### config.mk
export PLATFORM = sky130hd
export DESIGN_NAME = dna_kmer_wildcard_match_unit
export DESIGN_NICKNAME = d
export VERILOG_FILES = /design/src/hdl/dkwm_pkg.sv /design/src/hdl/dkwm_cell.sv /design/src/hdl/dkwm_outq.sv /design/src/hdl/dna_kmer_wildcard_match_unit.sv
export SDC_FILE = /design/constraint.sdc
export NUM_CORES = 2
export LEC_CHECK = 0
export ABC_AREA = 1
export BUFFER_PORTS_ARGS = -buffer_cell sky130_fd_sc_hd__buf_2
export CAP_MARGIN = 20
export CORE_MARGIN = 3
export CORE_UTILIZATION = 35
export DETAILED_ROUTE_END_ITERATION = 8
export PLACE_DENSITY_LB_ADDON = 0.2
export SYNTH_ARGS = -nofsm -noshare
export SYNTH_HDL_FRONTEND = slang
export SYNTH_SLANG_ARGS = --single-unit
### constraint.sdc
create_clock -name clk -period 5 [get_ports clk]
set_clock_uncertainty 0.1 [all_clocks]
set_input_delay 1.5 -clock clk [delete_from_list [all_inputs] [get_ports clk]]
set_output_delay 1.5 -clock clk [all_outputs]
set_load 0.05 [all_outputs]
### src/hdl/dkwm_pkg.sv
package dkwm_pkg;

  localparam int BYTE_W     = 8;
  localparam int POS_W      = 32;
  localparam int LEN_W      = 6;
  localparam int CODE_W     = 4;
  localparam int SYM_CNT    = 32;
  localparam int SYM_IDX_W  = 5;
  localparam int CFG_W      = 64;
  localparam int CFG_IDX_W  = 2;
  localparam int OUTQ_DEPTH = 4;
  localparam int PATTERN_MAX_DEFAULT = 32;

  // configuration register indexes
  localparam logic [CFG_IDX_W-1:0] REG_PATTERN_LENGTH = 2'd0;
  localparam logic [CFG_IDX_W-1:0] REG_SYMBOLS_LOW    = 2'd1;
  localparam logic [CFG_IDX_W-1:0] REG_SYMBOLS_HIGH   = 2'd2;

  // pattern symbol codes, anything at or above CODE_ANY is a wildcard
  localparam logic [CODE_W-1:0] CODE_A   = 4'd0;
  localparam logic [CODE_W-1:0] CODE_C   = 4'd1;
  localparam logic [CODE_W-1:0] CODE_G   = 4'd2;
  localparam logic [CODE_W-1:0] CODE_T   = 4'd3;
  localparam logic [CODE_W-1:0] CODE_ANY = 4'd4;

  localparam logic [BYTE_W-1:0] CHAR_A = 8'h41;
  localparam logic [BYTE_W-1:0] CHAR_C = 8'h43;
  localparam logic [BYTE_W-1:0] CHAR_G = 8'h47;
  localparam logic [BYTE_W-1:0] CHAR_T = 8'h54;

  typedef logic [BYTE_W-1:0] base_t;
  typedef logic [LEN_W-1:0] len_t;
  typedef logic [SYM_CNT-1:0][CODE_W-1:0] pattern_t;

  typedef struct packed {
    logic [POS_W-1:0] start_position;
    logic             strand;
  } hit_t;

  function automatic base_t code_letter(input logic [CODE_W-1:0] code);
    base_t letter;
    case (code)
      CODE_A:  letter = CHAR_A;
      CODE_C:  letter = CHAR_C;
      CODE_G:  letter = CHAR_G;
      default: letter = CHAR_T;
    endcase
    return letter;
  endfunction

  // complement flips A<->T and C<->G, which is 3 - code on the two low bits
  function automatic logic sym_match(input logic [CODE_W-1:0] code, input base_t base,
                                     input logic complement);
    logic [CODE_W-1:0] eff;
    if (code >= CODE_ANY) begin
      return 1'b1;
    end
    eff = complement ? (CODE_T - code) : code;
    return base == code_letter(eff);
  endfunction

endpackage

### src/hdl/dkwm_cell.sv
module dkwm_cell import dkwm_pkg::*; #(
  parameter int IDX = 0
) (
  input  logic     clk,
  input  logic     rst_n,
  input  logic     shift_en,
  input  logic     clear,
  input  base_t    base_in,
  input  pattern_t pattern,
  input  len_t     len_eff,
  output base_t    base_out,
  output logic     fwd_ok,
  output logic     rev_ok
);

  base_t base_r;
  len_t  fwd_pos;
  logic  active;

  // window slot IDX counts from the newest base; forward reads symbols from the oldest
  assign fwd_pos = len_eff - LEN_W'(IDX) - LEN_W'(1);
  assign active  = LEN_W'(IDX) < len_eff;

  assign fwd_ok = !active ||
                  sym_match(pattern[fwd_pos[SYM_IDX_W-1:0]], base_in, 1'b0);
  assign rev_ok = !active ||
                  sym_match(pattern[SYM_IDX_W'(IDX)], base_in, 1'b1);

  always_ff @(posedge clk) begin
    if (!rst_n) begin
      base_r <= '0;
    end else if (shift_en) begin
      base_r <= clear ? '0 : base_in;
    end
  end

  assign base_out = base_r;

endmodule

### src/hdl/dkwm_outq.sv
module dkwm_outq import dkwm_pkg::*; (
  input  logic clk,
  input  logic rst_n,
  input  logic push,
  input  hit_t push_item,
  input  logic pop,
  output logic head_valid,
  output hit_t head_item,
  output logic [$clog2(OUTQ_DEPTH+1)-1:0] count
);

  localparam int PTR_W = $clog2(OUTQ_DEPTH);
  localparam int CNT_W = $clog2(OUTQ_DEPTH+1);

  hit_t             entry_r [OUTQ_DEPTH];
  logic [PTR_W-1:0] wr_ptr_r, wr_ptr_nxt;
  logic [PTR_W-1:0] rd_ptr_r, rd_ptr_nxt;
  logic [CNT_W-1:0] count_r, count_nxt;

  always_comb begin
    wr_ptr_nxt = wr_ptr_r;
    rd_ptr_nxt = rd_ptr_r;
    count_nxt  = count_r;
    if (push) begin
      wr_ptr_nxt = (wr_ptr_r == PTR_W'(OUTQ_DEPTH - 1)) ? '0 : wr_ptr_r + PTR_W'(1);
    end
    if (pop) begin
      rd_ptr_nxt = (rd_ptr_r == PTR_W'(OUTQ_DEPTH - 1)) ? '0 : rd_ptr_r + PTR_W'(1);
    end
    if (push && !pop) begin
      count_nxt = count_r + CNT_W'(1);
    end else if (pop && !push) begin
      count_nxt = count_r - CNT_W'(1);
    end
  end

  always_ff @(posedge clk) begin
    if (!rst_n) begin
      wr_ptr_r <= '0;
      rd_ptr_r <= '0;
      count_r  <= '0;
    end else begin
      wr_ptr_r <= wr_ptr_nxt;
      rd_ptr_r <= rd_ptr_nxt;
      count_r  <= count_nxt;
    end
  end

  always_ff @(posedge clk) begin
    if (push) begin
      entry_r[wr_ptr_r] <= push_item;
    end
  end

  assign head_valid = count_r != '0;
  assign head_item  = entry_r[rd_ptr_r];
  assign count      = count_r;

  a_no_overflow: assert property (@(posedge clk) disable iff (!rst_n)
    !(push && !pop && count_r == CNT_W'(OUTQ_DEPTH)))
    else $error("result queue overflow");

  a_no_underflow: assert property (@(posedge clk) disable iff (!rst_n)
    pop |-> (count_r != '0))
    else $error("result queue popped while empty");

  a_count_bound: assert property (@(posedge clk) disable iff (!rst_n)
    count_r <= CNT_W'(OUTQ_DEPTH))
    else $error("result queue count out of range");

endmodule

### src/hdl/dna_kmer_wildcard_match_unit.sv
// streaming k-mer search over both strands of a DNA byte stream
//
// input channel: in_sequence_byte / in_end_of_record, one request per
//   cycle taken when in_valid is high and in_stall is low. whitespace
//   (0x09..0x0d, 0x20) is dropped, lower case folded to upper case.
//   in_end_of_record clears the base window and position after the byte.
// result channel: out_start_position (1-based) / out_strand (0 forward,
//   1 reverse complement), taken when out_valid is high and out_stall low.
//   forward wins when both strands hit.
// config channel: cfg_index / cfg_data, cfg_ready is always high; write
//   only while no request is in flight.
// path: a hit is registered in the reduce stage, then written into the
//   result queue, from which it shows on out_valid.
// throughput: one request per cycle unless stalled, set by the row of window
//   cells that each compare one base per cycle plus one and-reduce stage.
// stall: up to three results wait in the four-entry output queue; in_stall
//   comes from registered queue occupancy and the reduce stage valid, so it
//   rises before the queue overflows.
// reset: pattern length 1, all pattern symbols A, window and position
//   cleared, result queue empty.
module dna_kmer_wildcard_match_unit import dkwm_pkg::*; #(
  parameter int PATTERN_MAX = PATTERN_MAX_DEFAULT
) (
  input  logic                 clk,
  input  logic                 rst_n,
  // input requests
  input  logic                 in_valid,
  output logic                 in_stall,
  input  logic [BYTE_W-1:0]    in_sequence_byte,
  input  logic                 in_end_of_record,
  // result requests
  output logic                 out_valid,
  input  logic                 out_stall,
  output logic [POS_W-1:0]     out_start_position,
  output logic                 out_strand,
  // configuration writes
  input  logic                 cfg_valid,
  output logic                 cfg_ready,
  input  logic [CFG_IDX_W-1:0] cfg_index,
  input  logic [CFG_W-1:0]     cfg_data
);

  localparam int CNT_W = $clog2(OUTQ_DEPTH + 1);

  // configuration registers
  len_t             pat_len_r;
  logic [CFG_W-1:0] pat_low_r;
  logic [CFG_W-1:0] pat_high_r;

  pattern_t pattern;
  len_t     len_eff;

  // input side
  logic             in_acc;
  logic             is_space;
  base_t            base_up;
  logic [POS_W-1:0] pos_r, pos_nxt, pos_inc;
  logic             candidate;

  // cell row
  base_t                  cell_in  [PATTERN_MAX];
  base_t                  cell_out [PATTERN_MAX];
  logic [PATTERN_MAX-1:0] fwd_ok;
  logic [PATTERN_MAX-1:0] rev_ok;

  // reduce stage
  logic                   s1_valid_r;
  logic [PATTERN_MAX-1:0] s1_fwd_r;
  logic [PATTERN_MAX-1:0] s1_rev_r;
  logic [POS_W-1:0]       s1_pos_r;
  len_t                   s1_len_r;
  logic                   fwd_hit;
  logic                   rev_hit;
  logic                   push;
  hit_t                   push_item;

  // output queue
  logic             q_valid;
  hit_t             q_item;
  logic [CNT_W-1:0] q_count;
  logic             out_acc;

  // ---------------------------------------------------------------
  // configuration
  // ---------------------------------------------------------------
  assign cfg_ready = 1'b1;

  always_ff @(posedge clk) begin
    if (!rst_n) begin
      pat_len_r  <= LEN_W'(1);
      pat_low_r  <= '0;
      pat_high_r <= '0;
    end else if (cfg_valid && cfg_ready) begin
      unique case (cfg_index)
        REG_PATTERN_LENGTH: pat_len_r  <= cfg_data[LEN_W-1:0];
        REG_SYMBOLS_LOW:    pat_low_r  <= cfg_data;
        REG_SYMBOLS_HIGH:   pat_high_r <= cfg_data;
        default: ;  // writes beyond the register list are dropped
      endcase
    end
  end

  // symbol 0 sits in the low nibble of the low word
  assign pattern = {pat_high_r, pat_low_r};
  // lengths beyond the window depth act as a full window
  assign len_eff = (pat_len_r > LEN_W'(PATTERN_MAX)) ? LEN_W'(PATTERN_MAX) : pat_len_r;

  // ---------------------------------------------------------------
  // input request: fold, count, decide whether a window closes
  // ---------------------------------------------------------------
  // hold input when the queue plus the request in the reduce stage could fill it
  assign in_stall = (q_count + CNT_W'(s1_valid_r)) >= CNT_W'(OUTQ_DEPTH - 1);
  assign in_acc   = in_valid && !in_stall;

  assign is_space = (in_sequence_byte == 8'h20) ||
                    (in_sequence_byte >= 8'h09 && in_sequence_byte <= 8'h0d);
  assign base_up  = (in_sequence_byte >= 8'h61 && in_sequence_byte <= 8'h7a) ?
                    in_sequence_byte - 8'h20 : in_sequence_byte;

  // position saturates at all ones
  assign pos_inc = (pos_r == '1) ? pos_r : pos_r + POS_W'(1);

  assign candidate = in_acc && !is_space && (len_eff != '0) &&
                     (pos_inc >= {{(POS_W-LEN_W){1'b0}}, len_eff});

  always_comb begin
    pos_nxt = pos_r;
    if (in_acc) begin
      if (in_end_of_record) begin
        pos_nxt = '0;
      end else if (!is_space) begin
        pos_nxt = pos_inc;
      end
    end
  end

  always_ff @(posedge clk) begin
    if (!rst_n) begin
      pos_r <= '0;
    end else begin
      pos_r <= pos_nxt;
    end
  end

  // ---------------------------------------------------------------
  // window cells: cell k holds the k-th newest base and compares the
  // base that shifts into it this cycle
  // ---------------------------------------------------------------
  for (genvar k = 0; k < PATTERN_MAX; k++) begin : g_cell
    if (k == 0) begin : g_head
      assign cell_in[k] = base_up;
    end else begin : g_link
      assign cell_in[k] = cell_out[k-1];
    end

    dkwm_cell #(
      .IDX (k)
    ) u_cell (
      .clk      (clk),
      .rst_n    (rst_n),
      .shift_en (in_acc && (!is_space || in_end_of_record)),
      .clear    (in_end_of_record),
      .base_in  (cell_in[k]),
      .pattern  (pattern),
      .len_eff  (len_eff),
      .base_out (cell_out[k]),
      .fwd_ok   (fwd_ok[k]),
      .rev_ok   (rev_ok[k])
    );
  end

  // ---------------------------------------------------------------
  // reduce stage: and across the row, form the start position
  // ---------------------------------------------------------------
  always_ff @(posedge clk) begin
    if (!rst_n) begin
      s1_valid_r <= 1'b0;
    end else begin
      s1_valid_r <= candidate;
    end
  end

  always_ff @(posedge clk) begin
    s1_fwd_r <= fwd_ok;
    s1_rev_r <= rev_ok;
    s1_pos_r <= pos_inc;
    s1_len_r <= len_eff;
  end

  assign fwd_hit = &s1_fwd_r;
  assign rev_hit = &s1_rev_r;
  assign push    = s1_valid_r && (fwd_hit || rev_hit);

  assign push_item.start_position = s1_pos_r - {{(POS_W-LEN_W){1'b0}}, s1_len_r} + POS_W'(1);
  assign push_item.strand         = !fwd_hit;

  // ---------------------------------------------------------------
  // result queue
  // ---------------------------------------------------------------
  assign out_acc = out_valid && !out_stall;

  dkwm_outq u_outq (
    .clk        (clk),
    .rst_n      (rst_n),
    .push       (push),
    .push_item  (push_item),
    .pop        (out_acc),
    .head_valid (q_valid),
    .head_item  (q_item),
    .count      (q_count)
  );

  assign out_valid          = q_valid;
  assign out_start_position = q_item.start_position;
  assign out_strand         = q_item.strand;

  // ---------------------------------------------------------------
  // checks
  // ---------------------------------------------------------------
  a_room: assert property (@(posedge clk) disable iff (!rst_n)
    (q_count + CNT_W'(s1_valid_r)) <= CNT_W'(OUTQ_DEPTH))
    else $error("results in flight exceed queue room");

  a_hit_shows: assert property (@(posedge clk) disable iff (!rst_n)
    push |=> out_valid)
    else $error("hit did not reach the result port");

  a_eor_clears: assert property (@(posedge clk) disable iff (!rst_n)
    (in_acc && in_end_of_record) |=> (pos_r == '0))
    else $error("end of record left a position");

  a_space_quiet: assert property (@(posedge clk) disable iff (!rst_n)
    (in_acc && is_space) |=> !s1_valid_r)
    else $error("whitespace byte opened a window check");

  a_count_step: assert property (@(posedge clk) disable iff (!rst_n)
    (in_acc && !is_space && !in_end_of_record && pos_r != '1) |=>
      (pos_r == $past(pos_r) + POS_W'(1)))
    else $error("position did not advance on a base");

endmodule

==> impl_metrics.tcl <==
set metrics [dict create \
    core_um2 102000 \
    place_inst 6711 \
    ant_nets 0 \
    cap_violations 0 \
    syn_area_um2 36400 \
    synth-seq-cells 642 \
    ys_warn_count 0 \
    p_leak_nw 15.9 \
    synthFlopType "dfxtp_1" \
    critical_path_class "reg2out" \
    status "finished, final reports clean" \
    clock_path_buffers 3 \
    gr-total-overflow 0 \
    grt_pass1_vias 33889 \
    grt_first_pass_wirelength_mm 215 \
    num_rows 117 \
    final_cells 6854 \
    synth_fp_nets 5554 \
    antenna_found_initial 1 \
    path_max_fanout 56 \
    cts_tree "done" \
    start_util_pct 35.5 \
    cts_root_buf "clkbuf_16" \
    portBuffers 114 \
    postSynthAreaPerCell_um2 6.72 \
    place_ws_ns 1.06 \
    synth_cell_type_count 66 \
    period_needed_ns 4.13 \
    crit_required_ns 3.40 \
    area_growth_pct 12.3 \
    fin_nets 5558 \
    setup_tns_ns 0 \
    hpwl_mm 112 \
    crit_path_start_kind "register" \
    die_y_um 329 \
    synth_edf_count 132 \
    io-pin-count 116 \
    crit_path_max_incr_delay_ns 0.51 \
    wirelength_mm 147 \
    min_path_type "reg2reg" \
    pwr_density_cell_nw_per_um2 400 \
    slew_viol_final 0 \
    first_iter_violations 3794 \
    firstDrtPassIters 6 \
    fin_crit_sh_pct 82.6 \
    setup_violations 0 \
    vias_per_cell 5.40 \
    clock_sinks 642 \
    rsz0062_at_grt "no" \
    layout-drive-gt1-share_pct 7.31 \
    post-route-drc-count 0 \
    syn_inst 5418 \
    synthArstFlopShare_pct 0 \
    crit_family "buffers and inverters" \
    finalHoldViolCount 0 \
    numCtsBuffers 77 \
    track_usage_pct 26.5 \
    dr_total_vias 37003 \
    wl_per_cell_um 21.4 \
    fill_cells 10928 \
    die-area_um2 108000 \
    max_freq_mhz 242 \
    cp_cell_sequence "buf_4, o21ai_0, o22ai_1, buf_2" \
    tightest_slew_ns 1.06 \
    clock_latency_ns 0.66 \
    fp.dieW_um 329 \
    critical_path_arrival_ns 2.53 \
    slew_headroom_pct 28.6 \
    gp_congestion 1.11 \
    cts_setup_buffers 0 \
    ys_seq_area_share_pct 38.9 \
    slowest_stage "buf_4" \
    fin_ws_ns 0.870 \
    cts_max_level 3 \
    endpoint_kind "primary output" \
    holdBufCountCts 0 \
    crit_buf_inv 2 \
    ir_drop_v 0.000294 \
    grt_start_max_net_pins 172 \
    clk_pin_slew_ns 0.06 \
    cts.repair.resized 0 \
]
power breakdown:
part	total [W]	switching [W]	internal [W]
Clock	0.00582	0.00239	0.00343
Sequential	0.00561	0.000120	0.00549
Combinational	0.00491	0.00372	0.00119
tightest hold or removal path, delay by kind of cell, from the launching register on:
family / cells / cell delay (ns)
simple gates: 1 / 0.07
compound gates: 1 / 0.05
flops: 1 / 0.33
Yosys cell counts (all sizes together), types with 16 or more instances:
library cell	count	area share (%)
o211ai	26	0.54
clkbuf	157	1.6
inv	431	4.4
nor2	351	3.7
ha	54	1.9
edfxtp	132	11
buf	113	2.0
o22ai	33	0.57
and2	16	0.27
nand4	39	0.67
nor3	43	0.60
dfxtp	510	28
mux2i	24	0.66
xor2	50	1.3
nand2	1654	17
xnor2	21	0.51
nor4	21	0.36
a21oi	515	7.1
o21ai	566	7.9
nand3	585	8.1
registers in the layout (all words and copies together) (netlist names), named ones only:
name and flops:
u_outq.count 3, g_cell.u_cell.base_out 248, pat_low_r 64, s1_fwd_r 32, u_outq.entry_r 132, s1_len_r 6, s1_valid_r 1, u_outq.wr_ptr_r 2
pos_r 32, pat_high_r 64, u_outq.rd_ptr_r 2, s1_pos_r 32, pat_len_r 6, s1_rev_r 16
area by class of cell:
cell class                 count  area (µm²)  area share (%)
multi-input combinational   4073       19400            47.4
sequential                   642       14200            34.7
clock buffer                 102        2240            5.47
tap                         1368        1710            4.18
inverter                     433        1640            4.00
timing repair buffer         195        1360            3.32
clock inverter                39         412            1.01
antenna                        2        5.00          0.0122
cell usage in the layout (no fill, tap or decap), types with 82 or more instances in the layout:
cell type | Yosys | routed
inv_1 | 411 | 409
edfxtp_1 | 132 | 132
nor2_1 | 344 | 338
a21oi_1 | 513 | 513
buf_2 | 68 | 113
nand3_1 | 579 | 578
dfxtp_1 | 510 | 509
o21ai_0 | 469 | 469
nand2_1 | 1643 | 1643
o21ai_1 | 92 | 91
clkbuf_16 | 0 | 82
cell families (layout without fill, tap and decap cells):
| family | count (synthesis) | in the layout | share of synthesized area, % |
|---|---|---|---|
| adders and majority gates | 56 | 56 | 1.97 |
| AOI/OAI and AO/OA | 1186 | 1186 | 17.1 |
| xor gates and xnor gates | 71 | 71 | 1.83 |
| muxes | 24 | 24 | 0.660 |
| buffers and inverters | 703 | 769 | 8.05 |
| and+or+nand+nor | 2735 | 2735 | 31.5 |
| other | 1 | 3 | 0.0103 |
| DFF | 642 | 642 | 38.9 |
final timing paths:
check	from	to	slack [ns]	cells past startpoint
worst max-delay path	register	out_start_position[0]	0.87	4
worst max register to register	pat_len_r[2]	s1_fwd_r[18]	0.96	13
worst min register to register	g_cell[29].u_cell.base_out[2]	g_cell[30].u_cell.base_out[2]	0.36	2
worst min-delay path	g_cell[29].u_cell.base_out[2]	g_cell[30].u_cell.base_out[2]	0.36	2
layer usage:
layer | GRT usage [%] | vias up | wire length (µm)
li1 | - | 18016 | -
met1 | 34.0 | 17184 | 61200
met2 | 41.9 | 1474 | 65000
met3 | 4.57 | 329 | 11000
met4 | 15.0 | 0 | 9350
met5 | 0 | - | 0
through the flow:
stage	hold slack, ns	util [%]	power, W	area [µm²]
2_1_floorplan	0.325	-	0.00895	36400
3_3_place_gp	0.351	37.3	0.0106	38300
3_5_place_dp	0.358	37.3	0.0106	38300
4_1_cts	0.362	39.9	0.0164	40900
5_1_grt	0.381	39.9	0.0171	40900
6_report	0.364	39.9	0.0163	40900
(Power assumes the default switching activity.)
